### config.mk
export PLATFORM = sky130hd
export DESIGN_NAME = stadium_span_rasterizer
export DESIGN_NICKNAME = d
export VERILOG_FILES = /design/src/rtl/core/ssr_pkg.sv /design/src/rtl/core/stadium_span_rasterizer.sv
export SDC_FILE = /design/constraint.sdc
export NUM_CORES = 1
export LEC_CHECK = 0
export ABC_CLOCK_PERIOD_IN_PS = 5200
export BUFFER_PORTS_ARGS = -buffer_cell sky130_fd_sc_hd__buf_2
export CAP_MARGIN = 15
export CORE_ASPECT_RATIO = 1.4
export CORE_MARGIN = 3
export CORE_UTILIZATION = 55
export DETAILED_ROUTE_END_ITERATION = 6
export PLACE_DENSITY = 0.77
export SETUP_SLACK_MARGIN = 0.02
export SLEW_MARGIN = 20
export SYNTH_ARGS = -nofsm -noshare
export SYNTH_HDL_FRONTEND = slang
export SYNTH_SLANG_ARGS = --single-unit
### constraint.sdc
create_clock -name clk -period 5.2 [get_ports clk]
set_clock_uncertainty 0.1 [all_clocks]
set_input_delay 0.78 -clock clk [delete_from_list [all_inputs] [get_ports clk]]
set_output_delay 0.78 -clock clk [all_outputs]
set_load 0.01 [all_outputs]
### src/rtl/core/ssr_pkg.sv
`default_nettype none
package ssr_pkg;

	// input item layout on s_axis_tdata
	localparam int CX_W        = 12;
	localparam int CY_W        = 12;
	localparam int SW_W        = 8;
	localparam int HEIGHT_W    = 7;
	localparam int CX_LSB      = 0;
	localparam int CY_LSB      = CX_LSB + CX_W;
	localparam int SW_LSB      = CY_LSB + CY_W;
	localparam int SH_LSB      = SW_LSB + SW_W;
	localparam int IN_BITS     = SH_LSB + HEIGHT_W;
	localparam int IN_TDATA_W  = ((IN_BITS + 7) / 8) * 8;

	// result item layout on m_axis_tdata
	localparam int XY_W        = 13;
	localparam int SPAN_W_W    = 9;
	localparam int SX_LSB      = 0;
	localparam int SY_LSB      = SX_LSB + XY_W;
	localparam int SPW_LSB     = SY_LSB + XY_W;
	localparam int OUT_BITS    = SPW_LSB + SPAN_W_W;
	localparam int OUT_TDATA_W = ((OUT_BITS + 7) / 8) * 8;

	// signed working width of the capped span width 2*hw - 2*r + 2*dx + 1
	localparam int LW_CALC_W   = 12;

	// tallest shape still drawn as a plain rectangle
	localparam logic [HEIGHT_W-1:0] PLAIN_LIMIT = HEIGHT_W'(3);

	typedef enum logic [1:0] {
		ST_IDLE,
		ST_SQRT,
		ST_OUT
	} state_t;

endpackage
`default_nettype wire

### src/rtl/core/stadium_span_rasterizer.sv
`default_nettype none
// Stadium span rasterizer. One transfer on s_axis describes a shape (center, width,
// height); the block answers with one transfer on m_axis per row, top row first, and
// raises tlast on the final row. Heights of 3 or less give plain rectangles; taller
// shapes get round caps of radius h/2, where each row's widening comes from an integer
// square root that resolves one bit of the root per cycle. Every row runs
// $clog2(MAX_HEIGHT/2+1) root steps (six at the default) and then offers its span,
// which waits for as long as m_axis stalls; heights above MAX_HEIGHT are drawn as
// MAX_HEIGHT and a height of 0 gives no rows. The square-root unit is the one shared
// resource and paces every row. A new shape is taken only once the last span of the
// previous one has been transferred.
module stadium_span_rasterizer
	import ssr_pkg::*;
#(
	parameter int MAX_HEIGHT = 64
) (
	input  logic                   clk,
	input  logic                   arst_n,
	input  logic                   s_axis_tvalid,
	output logic                   s_axis_tready,
	// center_x[11:0], center_y[23:12], shape_width[31:24], shape_height[38:32], zero fill
	input  logic [IN_TDATA_W-1:0]  s_axis_tdata,
	output logic                   m_axis_tvalid,
	input  logic                   m_axis_tready,
	// span_x[12:0], span_y[25:13], span_width[34:26], zero fill
	output logic [OUT_TDATA_W-1:0] m_axis_tdata,
	output logic                   m_axis_tlast
);

	// cap radius never exceeds MAX_HEIGHT/2, so r*r - dy*dy fits in SQ_W bits
	localparam int R_W   = $clog2(MAX_HEIGHT / 2 + 1);
	localparam int SQ_W  = 2 * R_W;
	localparam int CNT_W = $clog2(R_W + 1);
	localparam logic [SQ_W-1:0]     BIT_TOP = SQ_W'(1) << (SQ_W - 2);
	localparam logic [HEIGHT_W-1:0] H_MAX   = HEIGHT_W'(MAX_HEIGHT);
	localparam logic [CNT_W-1:0]    LAST_IT = CNT_W'(R_W - 1);

	state_t state_q, state_d;

	// shape registers
	logic [XY_W-1:0]     base_x_q;   // center_x - w/2
	logic [XY_W-1:0]     y_q;        // current row coordinate
	logic [SW_W-1:0]     w_q;
	logic [SW_W-2:0]     hw_q;
	logic [R_W-1:0]      r_q;
	logic                cap_q;
	logic [HEIGHT_W-1:0] row_q;
	logic [HEIGHT_W-1:0] last_row_q;
	logic signed [R_W:0] dy_q;       // row offset from center, -r upward
	logic [SQ_W-1:0]     val_q;      // r*r - dy*dy, kept by running differences

	// square-root working registers
	logic [SQ_W-1:0]     rem_q;
	logic [SQ_W-1:0]     res_q;
	logic [SQ_W-1:0]     bit_q;
	logic [CNT_W-1:0]    cnt_q;

	// output register
	logic [XY_W-1:0]     ox_q;
	logic [XY_W-1:0]     oy_q;
	logic [SPAN_W_W-1:0] ow_q;
	logic                olast_q;

	logic in_fire, out_fire, sqrt_last;

	// unpack the request
	logic [CX_W-1:0]     in_cx;
	logic [CY_W-1:0]     in_cy;
	logic [SW_W-1:0]     in_w;
	logic [HEIGHT_W-1:0] in_h, h_sat;
	logic [R_W-1:0]      in_r;

	assign in_cx = s_axis_tdata[CX_LSB +: CX_W];
	assign in_cy = s_axis_tdata[CY_LSB +: CY_W];
	assign in_w  = s_axis_tdata[SW_LSB +: SW_W];
	assign in_h  = s_axis_tdata[SH_LSB +: HEIGHT_W];
	assign h_sat = (in_h > H_MAX) ? H_MAX : in_h;
	assign in_r  = R_W'(h_sat >> 1);

	assign s_axis_tready = (state_q == ST_IDLE);
	assign in_fire       = s_axis_tvalid & s_axis_tready;
	assign m_axis_tvalid = (state_q == ST_OUT);
	assign out_fire      = m_axis_tvalid & m_axis_tready;
	assign sqrt_last     = (cnt_q == LAST_IT);

	// one bit of the root per cycle, from one bit pair of the radicand
	logic [SQ_W:0]   sq_sum;
	logic            sq_ge;
	logic [SQ_W-1:0] rem_nx, res_nx;

	assign sq_sum = {1'b0, res_q} + {1'b0, bit_q};
	assign sq_ge  = ({1'b0, rem_q} >= sq_sum);
	assign rem_nx = sq_ge ? (rem_q - sq_sum[SQ_W-1:0]) : rem_q;
	assign res_nx = sq_ge ? ((res_q >> 1) + bit_q) : (res_q >> 1);

	// span of this row from the finished root
	logic [R_W-1:0]       dx;
	logic [XY_W-1:0]      cap_x;
	logic [LW_CALC_W-1:0] cap_lw;
	logic [SPAN_W_W-1:0]  row_w;
	logic [XY_W-1:0]      row_x;

	assign dx     = res_nx[R_W-1:0];
	assign cap_x  = base_x_q + XY_W'(r_q) - XY_W'(dx);
	assign cap_lw = LW_CALC_W'({hw_q, 1'b0}) - LW_CALC_W'({r_q, 1'b0})
	                + LW_CALC_W'({dx, 1'b0}) + LW_CALC_W'(1);
	assign row_x  = cap_q ? cap_x : base_x_q;
	assign row_w  = !cap_q ? SPAN_W_W'(w_q) :
	                (cap_lw[LW_CALC_W-1] ? '0 : cap_lw[SPAN_W_W-1:0]);

	// next row's r*r - dy*dy: subtract 2*dy + 1
	logic [SQ_W:0]   val_diff;
	logic [SQ_W-1:0] val_nx;

	assign val_diff = {1'b0, val_q} - {{(SQ_W - R_W - 1){dy_q[R_W]}}, dy_q, 1'b1};
	assign val_nx   = val_diff[SQ_W-1:0];

	always_ff @(posedge clk or negedge arst_n) begin
		if (!arst_n) begin
			state_q <= ST_IDLE;
		end else begin
			state_q <= state_d;
		end
	end

	always_comb begin
		state_d = state_q;
		case (state_q)
			ST_IDLE: begin
				// drop a zero-height shape at once
				if (in_fire && (h_sat != '0)) state_d = ST_SQRT;
			end
			ST_SQRT: begin
				if (sqrt_last) state_d = ST_OUT;
			end
			ST_OUT: begin
				if (out_fire) state_d = olast_q ? ST_IDLE : ST_SQRT;
			end
			default: state_d = ST_IDLE;
		endcase
	end

	always_ff @(posedge clk) begin
		case (state_q)
			ST_IDLE: begin
				if (in_fire) begin
					base_x_q   <= {in_cx[CX_W-1], in_cx} - XY_W'(in_w >> 1);
					y_q        <= {in_cy[CY_W-1], in_cy} - XY_W'(in_r);
					w_q        <= in_w;
					hw_q       <= in_w[SW_W-1:1];
					r_q        <= in_r;
					cap_q      <= (h_sat > PLAIN_LIMIT);
					row_q      <= '0;
					last_row_q <= h_sat - HEIGHT_W'(1);
					dy_q       <= '0 - {1'b0, in_r};
					// top row: dy = -r, so r*r - dy*dy = 0
					val_q      <= '0;
					rem_q      <= '0;
					res_q      <= '0;
					bit_q      <= BIT_TOP;
					cnt_q      <= '0;
				end
			end
			ST_SQRT: begin
				rem_q <= rem_nx;
				res_q <= res_nx;
				bit_q <= bit_q >> 2;
				cnt_q <= cnt_q + CNT_W'(1);
				if (sqrt_last) begin
					ox_q    <= row_x;
					oy_q    <= y_q;
					ow_q    <= row_w;
					olast_q <= (row_q == last_row_q);
				end
			end
			ST_OUT: begin
				// advance to the next row once the span is taken
				if (out_fire && !olast_q) begin
					row_q <= row_q + HEIGHT_W'(1);
					y_q   <= y_q + XY_W'(1);
					dy_q  <= dy_q + (R_W + 1)'(1);
					val_q <= val_nx;
					rem_q <= val_nx;
					res_q <= '0;
					bit_q <= BIT_TOP;
					cnt_q <= '0;
				end
			end
			default: ;
		endcase
	end

	assign m_axis_tdata = {{(OUT_TDATA_W - OUT_BITS){1'b0}}, ow_q, oy_q, ox_q};
	assign m_axis_tlast = olast_q;

endmodule
`default_nettype wire

# Yosys cells after proc, flatten, opt, wreduce, memory -nomap -nowiden
# Index checks and enable logic that the tools add are counted.
# totals
reg_bits	158
latchBits	0
ramBits	0
mem_bits_ro	0
in_bits	44
output_inout_bits	43
elab_cells	99
n_memories	0
# op_classes
addsub	17
n_mul	0
n_div	0
order_cmp	3
n_eq_ne	10
shift	0
mux	32
bitwise	3
reduce_logical	14
# op_table
operator	n
12-bit one-hot mux with 3 select lines	3
12-bit 2-to-1 mux	7
13-bit 2-to-1 mux	3
7-bit 2-to-1 mux	5
7-bit one-hot mux with 2 select lines	2
13-bit one-hot mux with 2 select lines	1
12-bit one-hot mux with 2 select lines	1
12-bit subtractor	2
8-bit 2-to-1 mux	2
12-bit by 12-bit adder with 13-bit output	1
13-bit by 1-bit adder with 13-bit output, second input constant	1
13-bit by 6-bit adder with 13-bit output	1
12-bit by 13-bit >= comparator with 1-bit output	1
12-bit by 7-bit subtractor with 13-bit output	1
12-bit by 8-bit subtractor with 13-bit output	1
13-bit by 6-bit subtractor with 13-bit output	1
11-bit by 12-bit adder with 12-bit output	1
10-bit by 2-bit adder with 11-bit output, second input constant	1
9-bit by 8-bit adder with 10-bit output	1
3-bit one-hot mux with 3 select lines	1
3-bit AND reduction	3
8-bit by 7-bit subtractor with 9-bit output	1
2-bit by 1-bit != test with 1-bit output, second input constant	4
7-bit by 1-bit adder with 7-bit output, second input constant	1
26 further kinds	33

# Depth between registers and ports, before layout
# Gate-level depths: netlist of run 1.
# logic_depth
depth_word	7
ltp_mapped	24

# Worst setup path before layout of run 1
# Ideal clock, no wire load.
# synth_path
path_type	reg-to-reg
startpoint	register res_q[2]
endpoint	register ox_q[12], data pin
setup_ns	0.263
t_arrival_ns	5.088
t_required_ns	4.837
slack_ns	-0.251
stages_incl_launch_ff	23
path_buffers	1
cell_sequence	edfxtp_1 > ha_1 > a21oi_1 > o31a_1 > nand2b_1 > xor2_1 > ha_1 > o21ai_0 > o21ai_0 > a21oi_2 > a21oi_2 > buf_6 > mux2i_1 > inv_1 > fa_1 > inv_1 > fa_1 > a211oi_1 > o21ai_1 > a311oi_1 > o21bai_1 > mux2i_1 > xor2_1
# synth_between
elab_chain_len	5
word_cells_on_any_way	6
cone_classes	add/sub: 3; order compare: 1; mux: 2
# synth_rtl
element	line	rtl
start: declaration	stadium_span_rasterizer.sv:54	logic [SQ_W-1:0] res_q;
start signal: assignment	stadium_span_rasterizer.sv:166	res_q <= res_nx;
12-bit by 12-bit adder with 13-bit output	stadium_span_rasterizer.sv:91	assign sq_sum = {1'b0, res_q} + {1'b0, bit_q};
12-bit by 13-bit >= comparator with 1-bit output	stadium_span_rasterizer.sv:92	assign sq_ge = ({1'b0, rem_q} >= sq_sum);
12-bit 2-to-1 mux *	stadium_span_rasterizer.sv:94	assign res_nx = sq_ge ? ((res_q >> 1) + bit_q) : (res_q >> 1);
via res_nx[1]	stadium_span_rasterizer.sv:89	logic [SQ_W-1:0] rem_nx, res_nx;
13-bit by 6-bit subtractor with 13-bit output *	stadium_span_rasterizer.sv:104	assign cap_x = base_x_q + XY_W'(r_q) - XY_W'(dx);
13-bit 2-to-1 mux *	stadium_span_rasterizer.sv:107	assign row_x = cap_q ? cap_x : base_x_q;
via row_x[12]	stadium_span_rasterizer.sv:101	logic [XY_W-1:0] row_x;
end signal: assignment	stadium_span_rasterizer.sv:170	ox_q <= row_x;
end: declaration	stadium_span_rasterizer.sv:59	logic [XY_W-1:0] ox_q;
# The timed path passes the listed nets; every way through them passes the cells marked *.
# A chain may end at the register's enable or synchronous reset.

# Final worst setup path of run 1
# layout_path
startpoint	register bit_q[6]
endpoint	register ox_q[9], data pin
# layout_between
elab_chain_len	5
# layout_rtl
element	line	rtl
start: declaration	stadium_span_rasterizer.sv:55	logic [SQ_W-1:0] bit_q;
start signal: assignment	stadium_span_rasterizer.sv:167	bit_q <= bit_q >> 2;
12-bit by 12-bit adder with 13-bit output	stadium_span_rasterizer.sv:91	
12-bit by 13-bit >= comparator with 1-bit output	stadium_span_rasterizer.sv:92	
12-bit 2-to-1 mux	stadium_span_rasterizer.sv:94	
via res_nx[1]	stadium_span_rasterizer.sv:89	
13-bit by 6-bit subtractor with 13-bit output	stadium_span_rasterizer.sv:104	
13-bit 2-to-1 mux	stadium_span_rasterizer.sv:107	
via row_x[9]	stadium_span_rasterizer.sv:101	
# The timed path passes the listed nets, and every way through them passes these cells.

==> results of run 1 <==
==> kinds of logic (layout without fill, tap and decap cells) <==
logic type | count (synthesis) | in the layout
multiplexers | 19 | 19
AO/OA/AOI/OAI | 239 | 239
other | 1 | 5
adder cells (fa/ha/maj) | 101 | 101
AND/OR/NAND/NOR | 257 | 257
XOR/XNOR | 82 | 82
flip-flops | 145 | 145
buffers and inverters | 123 | 285
==> through the flow <==
stage | util [%] | cells | instance area (µm²) | TNS [ns]
4_1_cts | 67.8 | 1363 | 11900 | -0.199
2_1_floorplan | - | 971 | 10000 | -0.0123
5_1_grt | 69.2 | 1369 | 12100 | -0.892
6_report | 69.2 | 1369 | 12100 | -0.0883
3_5_place_dp | 63.4 | 1326 | 11100 | -1.43
3_3_place_gp | 63.4 | 1326 | 11100 | -0.680
==> per-layer routing <==
metal	up-vias	wire, µm	track usage [%]	share of wire [%]
li1	3812	-	-	-
met5	-	0	0	0
met4	0	816	10.9	3.5
met3	60	1050	4.02	4.6
met2	243	12100	44.0	52
met1	3766	9100	26.2	39
==> state kept, by name, indices dropped and copies added (netlist names) <==
register / count
cap_q: 1
cnt_q: 3
base_x_q: 13
val_q: 12
row_q: 7
rem_q: 12
w_q: 8
dy_q: 7
oy_q: 13
state_q: 2
y_q: 13
bit_q: 6
ox_q: 13
last_row_q: 7
m_axis_tlast: 1
r_q: 6
ow_q: 9
res_q: 12
==> worst paths after layout <==
check                      cells past startpoint                      to                   start
max in group asynchronous                      1  state_q[1]$_DFFE_PN0P_                  arst_n
min in group clk                               0      oy_q[12]$_DFFE_PP_       y_q[12]$_DFFE_PP_
setup / recovery                              22       ox_q[9]$_DFFE_PP_  bit_q[6]$_SDFFCE_PN0P_
hold reg to reg                                0      oy_q[12]$_DFFE_PP_       y_q[12]$_DFFE_PP_
setup reg to reg                              22       ox_q[9]$_DFFE_PP_  bit_q[6]$_SDFFCE_PN0P_
hold / removal                                 1  state_q[0]$_DFFE_PN0P_                  arst_n
==> synthesized netlist by cell type (4+ instances only) <==
cell	count
or2_2	6
xor2_1	30
a31oi_1	15
a211oi_1	18
nor4_1	4
o21ai_0	55
nand2b_1	9
o21ai_1	5
mux2_2	6
a21o_1	8
ha_1	89
and2_1	17
nand3_1	17
fa_1	12
nor3_1	12
nor2_1	69
buf_1	4
or3_1	13
o21bai_1	8
mux2i_1	11
nand4_1	6
and3_1	10
o31ai_1	8
o31a_1	6
o211ai_1	12
clkbuf_1	15
edfxtp_1	143
inv_1	96
nand2_1	65
a21oi_1	43
xnor2_1	52
nor2b_1	18
o22ai_1	9
o21a_1	14
buf_4	5
==> area by class of cell <==
type	instances	area, µm²	area share, %
clock inverter	14	171	1.41
clock buffer	18	429	3.53
multi-input combinational	703	5560	45.8
tap	236	295	2.43
sequential	145	4340	35.8
timing repair buffer	155	980	8.07
inverter	98	368	3.03
==> repair_timing <==
| action | in CTS | in global routing |
|---|---|---|
| hold buffers | 0 | 0 |
| setup buffers | 6 | 7 |
| setup endpoints to repair | 8 | 16 |
| pin swaps | 26 | 30 |
| hold endpoints to repair | 0 | 0 |
| gates resized for setup | 25 | 39 |
==> results.yml, run 1 <==
worst_setup_path:
  arrival_ns: 5.33
  cp-end-kind: "flop"
  path_class: "flop to flop"
  crit_buf_inv: 3
  critical-path-slowest-cell: "fa_1"
  reg2reg_slack_ns: -0.03
  crit_required_ns: 5.29
  crit_fanout: 6
  cp_top_family: "compound AO/OA/AOI/OAI gates"
  critPathMaxStageDelay_ns: 0.49
  crit_chain: "ha_4, nand2_1, o31a_1, nor2_1, o21ai_1, xor2_1, ha_2, nand4_1, o21bai_4, a21oi_2, buf_12, mux2i_4, inv_2, fa_1, inv_2, ha_4, a211o_1, o211ai_1, a211oi_2, o21a_1, or3_1, a31o_1"
  startpoint_type: "flop"
job:
  cap_violations: 0
clocking:
  root_buffer: "clkbuf_16"
  cts_tree: "done"
  clk_latency_ns: 0.43
  numClockSinks: 145
  clock_path_buffers: 2
  cts_inserted_buffers: 17
  path_clk_slew_ns: 0.07
  htree_num_levels: 4
floorplanning:
  core_um2: 17500
  dieArea_um2: 19800
  placementRows: 57
  die_y_um: 165
  initial_core_util_pct: 56.7
  die_w_um: 120
  ios: 87
detailed_routing:
  num_vias: 7881
  drt_iter0_markers: 538
  drt.antenna.violating_nets: 0
  routedWlPerCell_um: 16.9
  dr.pass1.iters: 5
  drt_wl_total_mm: 23.1
  vias_per_cell: 5.76
  drc: 0
global_routing:
  grt-ovfl-total: 0
  grt_pass1_wl_mm: 36.9
  antenna_found_initial: 0
  grt_use_total_pct: 23.6
  grt_max_degree: 40
  grt_pass1_vias: 7873
layout:
  fillers: 1293
  drive_gt1_share_pct: 23.3
  area_growth_pct: 22.1
  diodes: 0
  final_common_cell: "edfxtp_1"
  nets: 1265
  mostFrequentLayoutCells: "edfxtp_1, inv_1, buf_2"
yosys:
  yosys.area.top_type: "edfxtp_1"
  synth_area_leaders: "edfxtp_1, ha_1, xnor2_1"
  synth_area_um2: 9950
  syn_area_per_cell_um2: 10.3
  yosys_most_used_dff: "edfxtp_1"
  synthMuxAreaShare_pct: 2.09
  synth-compound-area-share_pct: 15.8
  synth-async-reset-ratio_pct: 1.38
  yosysUniqueCellTypes: 69
  netlist.area_leader.share_pct: 43.2
  synthSimpleGateAreaFrac_pct: 12.6
  synth-edff-count: 143
  yosys_register_bits: 145
  yosysSeqAreaShare_pct: 43.7
  syn_inst: 967
  synthXorXnorAreaFrac_pct: 7.22
  synth_top_family_by_area: "compound AO/OA/AOI/OAI gates"
  synth_fa_ha_area_share_pct: 13.6
  synth_warnings: 0
status:
  status: "finished with violations"
  violations: "setup timing"
sta:
  rsz0062_at_grt: "true"
  tightest_slew_ns: 0.942
  worst_slack_ns: -0.0344
  holdWs_ns: 0.0280
  setup_viol: 3
  relSlewSlack_pct: 37.2
  fin_crit_ns: 5.23
  final_hold_viol_count: 0
  drv_slew: 0
  max_freq_mhz: 191
  min_period_over_period_pct: 101
place:
  dp_hpwl_mm: 16.6
  io_buffers: 80
  preCtsSetupSlack_ns: -0.332
  gp_congestion: 0.917
hold_path:
  hp-class: "primary input to asynchronous set/reset pin"
Power of run 1 is left out: the tool's default activity adds up to more than one toggle a clock period on the data nets, which glitch-free logic cannot reach.
==> run 2: changes to the inputs <==
--- a/config.mk
+++ b/config.mk
@@ -10,9 +10,8 @@
 export CAP_MARGIN = 15
 export CORE_ASPECT_RATIO = 1.4
 export CORE_MARGIN = 3
-export CORE_UTILIZATION = 55
+export CORE_UTILIZATION = 41
 export DETAILED_ROUTE_END_ITERATION = 6
-export PLACE_DENSITY = 0.77
 export SETUP_SLACK_MARGIN = 0.02
 export SLEW_MARGIN = 20
 export SYNTH_ARGS = -nofsm -noshare
==> run 2 against run 1 <==
Effect of this change:
- the flow still finishes with violations (setup timing)
- utilization fell by 17 points
- clock-buffer cell count unchanged
- via count down 4.0%
- critical path type unchanged
- routed wire length fell by 2.1%
- non-clock buffer count increased by 7
- first-iteration DRC count down 33%
- highest routed layer unchanged
- global-route usage decreased by 5.8 points
- die area grew 33%
- worst setup slack worse by 0.047 ns
- maximum frequency fell by 0.89%
==> results.yml, run 2 (synthesis results as in run 1) <==
status:
  status: "finished with violations"
  violations: "setup timing"
worst_setup_path:
  arrival_ns: 5.37
  cp-end-kind: "flop"
  crit_required_ns: 5.29
  critical-path-slowest-cell: "fa_1"
  path_class: "flop to flop"
  crit_chain: "ha_4, a31oi_4, o21bai_2, a31oi_2, o21bai_2, buf_4, a21oi_2, xor2_1, ha_2, o221ai_4, a21oi_4, buf_12, mux2i_4, inv_2, fa_1, inv_2, ha_4, a211o_1, o211ai_1, a211oi_2, o21a_1, or3_1, a31o_1"
  crit_buf_inv: 4
  critPathMaxStageDelay_ns: 0.49
  crit_fanout: 6
  cp_top_family: "compound AO/OA/AOI/OAI gates"
  startpoint_type: "flop"
clocking:
  clk_latency_ns: 0.43
  cts_tree: "done"
  cts_inserted_buffers: 17
  htree_num_levels: 4
  path_clk_slew_ns: 0.07
  root_buffer: "clkbuf_16"
  numClockSinks: 145
  clock_path_buffers: 2
layout:
  final_common_cell: "edfxtp_1"
  multi_input_area_um2: 5520
  drive_gt1_share_pct: 23.1
  nets: 1272
  area_growth_pct: 22.7
  stdcell_count: 1446
  diodes: 0
  regArea_um2: 4340
  mostFrequentLayoutCells: "edfxtp_1, inv_1, buf_2, buf_4, ha_1"
  fillers: 2142
global_routing:
  grt_pass1_vias: 7569
  grt_use_total_pct: 17.8
  grt_pass1_wl_mm: 36.7
  grt-ovfl-total: 0
  grt_max_degree: 40
  antenna_found_initial: 0
sta:
  max_freq_mhz: 189
  rsz0062_at_grt: "true"
  drv_slew: 0
  worst_slack_ns: -0.0815
  fin_crit_ns: 5.28
  setup_viol: 3
  relSlewSlack_pct: 42.9
  final_hold_viol_count: 0
  tightest_slew_ns: 0.856
  holdWs_ns: 0.373
  min_period_over_period_pct: 102
place:
  dp_hpwl_mm: 16.9
  place_inst: 1404
  preCtsSetupSlack_ns: -0.281
  gp_congestion: 0.866
  io_buffers: 80
detailed_routing:
  num_vias: 7564
  drt_wl_total_mm: 22.6
  drt.antenna.violating_nets: 0
  drc: 0
  routedWlPerCell_um: 15.6
  drt_iter0_markers: 361
  vias_per_cell: 5.23
  dr.pass1.iters: 4
floorplanning:
  dieArea_um2: 26200
  core_um2: 23500
  ios: 87
  die_y_um: 190
  placementRows: 66
  initial_core_util_pct: 42.3
  die_w_um: 138
job:
  cap_violations: 0
hold_path:
  hp-class: "flop to flop"
==> run 2: worst paths after layout <==
path	from	slack [ns]	depth (start not counted)	endpoint
setup / recovery	res_q[2]$_SDFFCE_PN0P_	-0.08	23	ox_q[9]$_DFFE_PP_
setup reg to reg	res_q[2]$_SDFFCE_PN0P_	-0.08	23	ox_q[9]$_DFFE_PP_
min in group asynchronous	arst_n	0.55	2	state_q[1]$_DFFE_PN0P_
hold / removal	y_q[12]$_DFFE_PP_	0.37	0	oy_q[12]$_DFFE_PP_
hold reg to reg	y_q[12]$_DFFE_PP_	0.37	0	oy_q[12]$_DFFE_PP_
max in group asynchronous	arst_n	4.35	2	state_q[0]$_DFFE_PN0P_
==> run 2: layer usage <==
layer	up-vias	share of wire [%]	GRT usage [%]
met4	0	1.6	5.88
met3	26	3.3	3.04
li1	3816	-	-
met5	-	0	0
met1	3606	44	21.9
met2	116	52	31.4
==> run 2: area by class of cell <==
cell class / count / area share (%)
Multi-Input combinational cell: 703 / 45.2
Sequential cell: 145 / 35.6
Inverter: 98 / 3.02
Tap cell: 306 / 3.14
Timing Repair Buffer: 162 / 8.45
Clock buffer: 18 / 3.52
Clock inverter: 14 / 1.05
==> run 2: per-stage QoR <==
stage	area, µm²	util [%]	setup TNS (ns)
after global routing	12200	51.8	-1.26
final	12200	51.8	-0.157
after detailed placement	11300	47.9	-1.04
after global placement	11300	47.9	-0.882
after CTS	12000	51.0	-0.139
after floorplan	10000	-	-0.0123
==> run 2: what timing repair did <==
item,CTS,global route
hold buffers,1,0
endpoints found under the setup margin,7,16
resized for setup,25,30
pin swaps,22,36
hold endpoints to repair,2,0
buffers inserted,6,5
Power of run 2 is left out for the same reason.
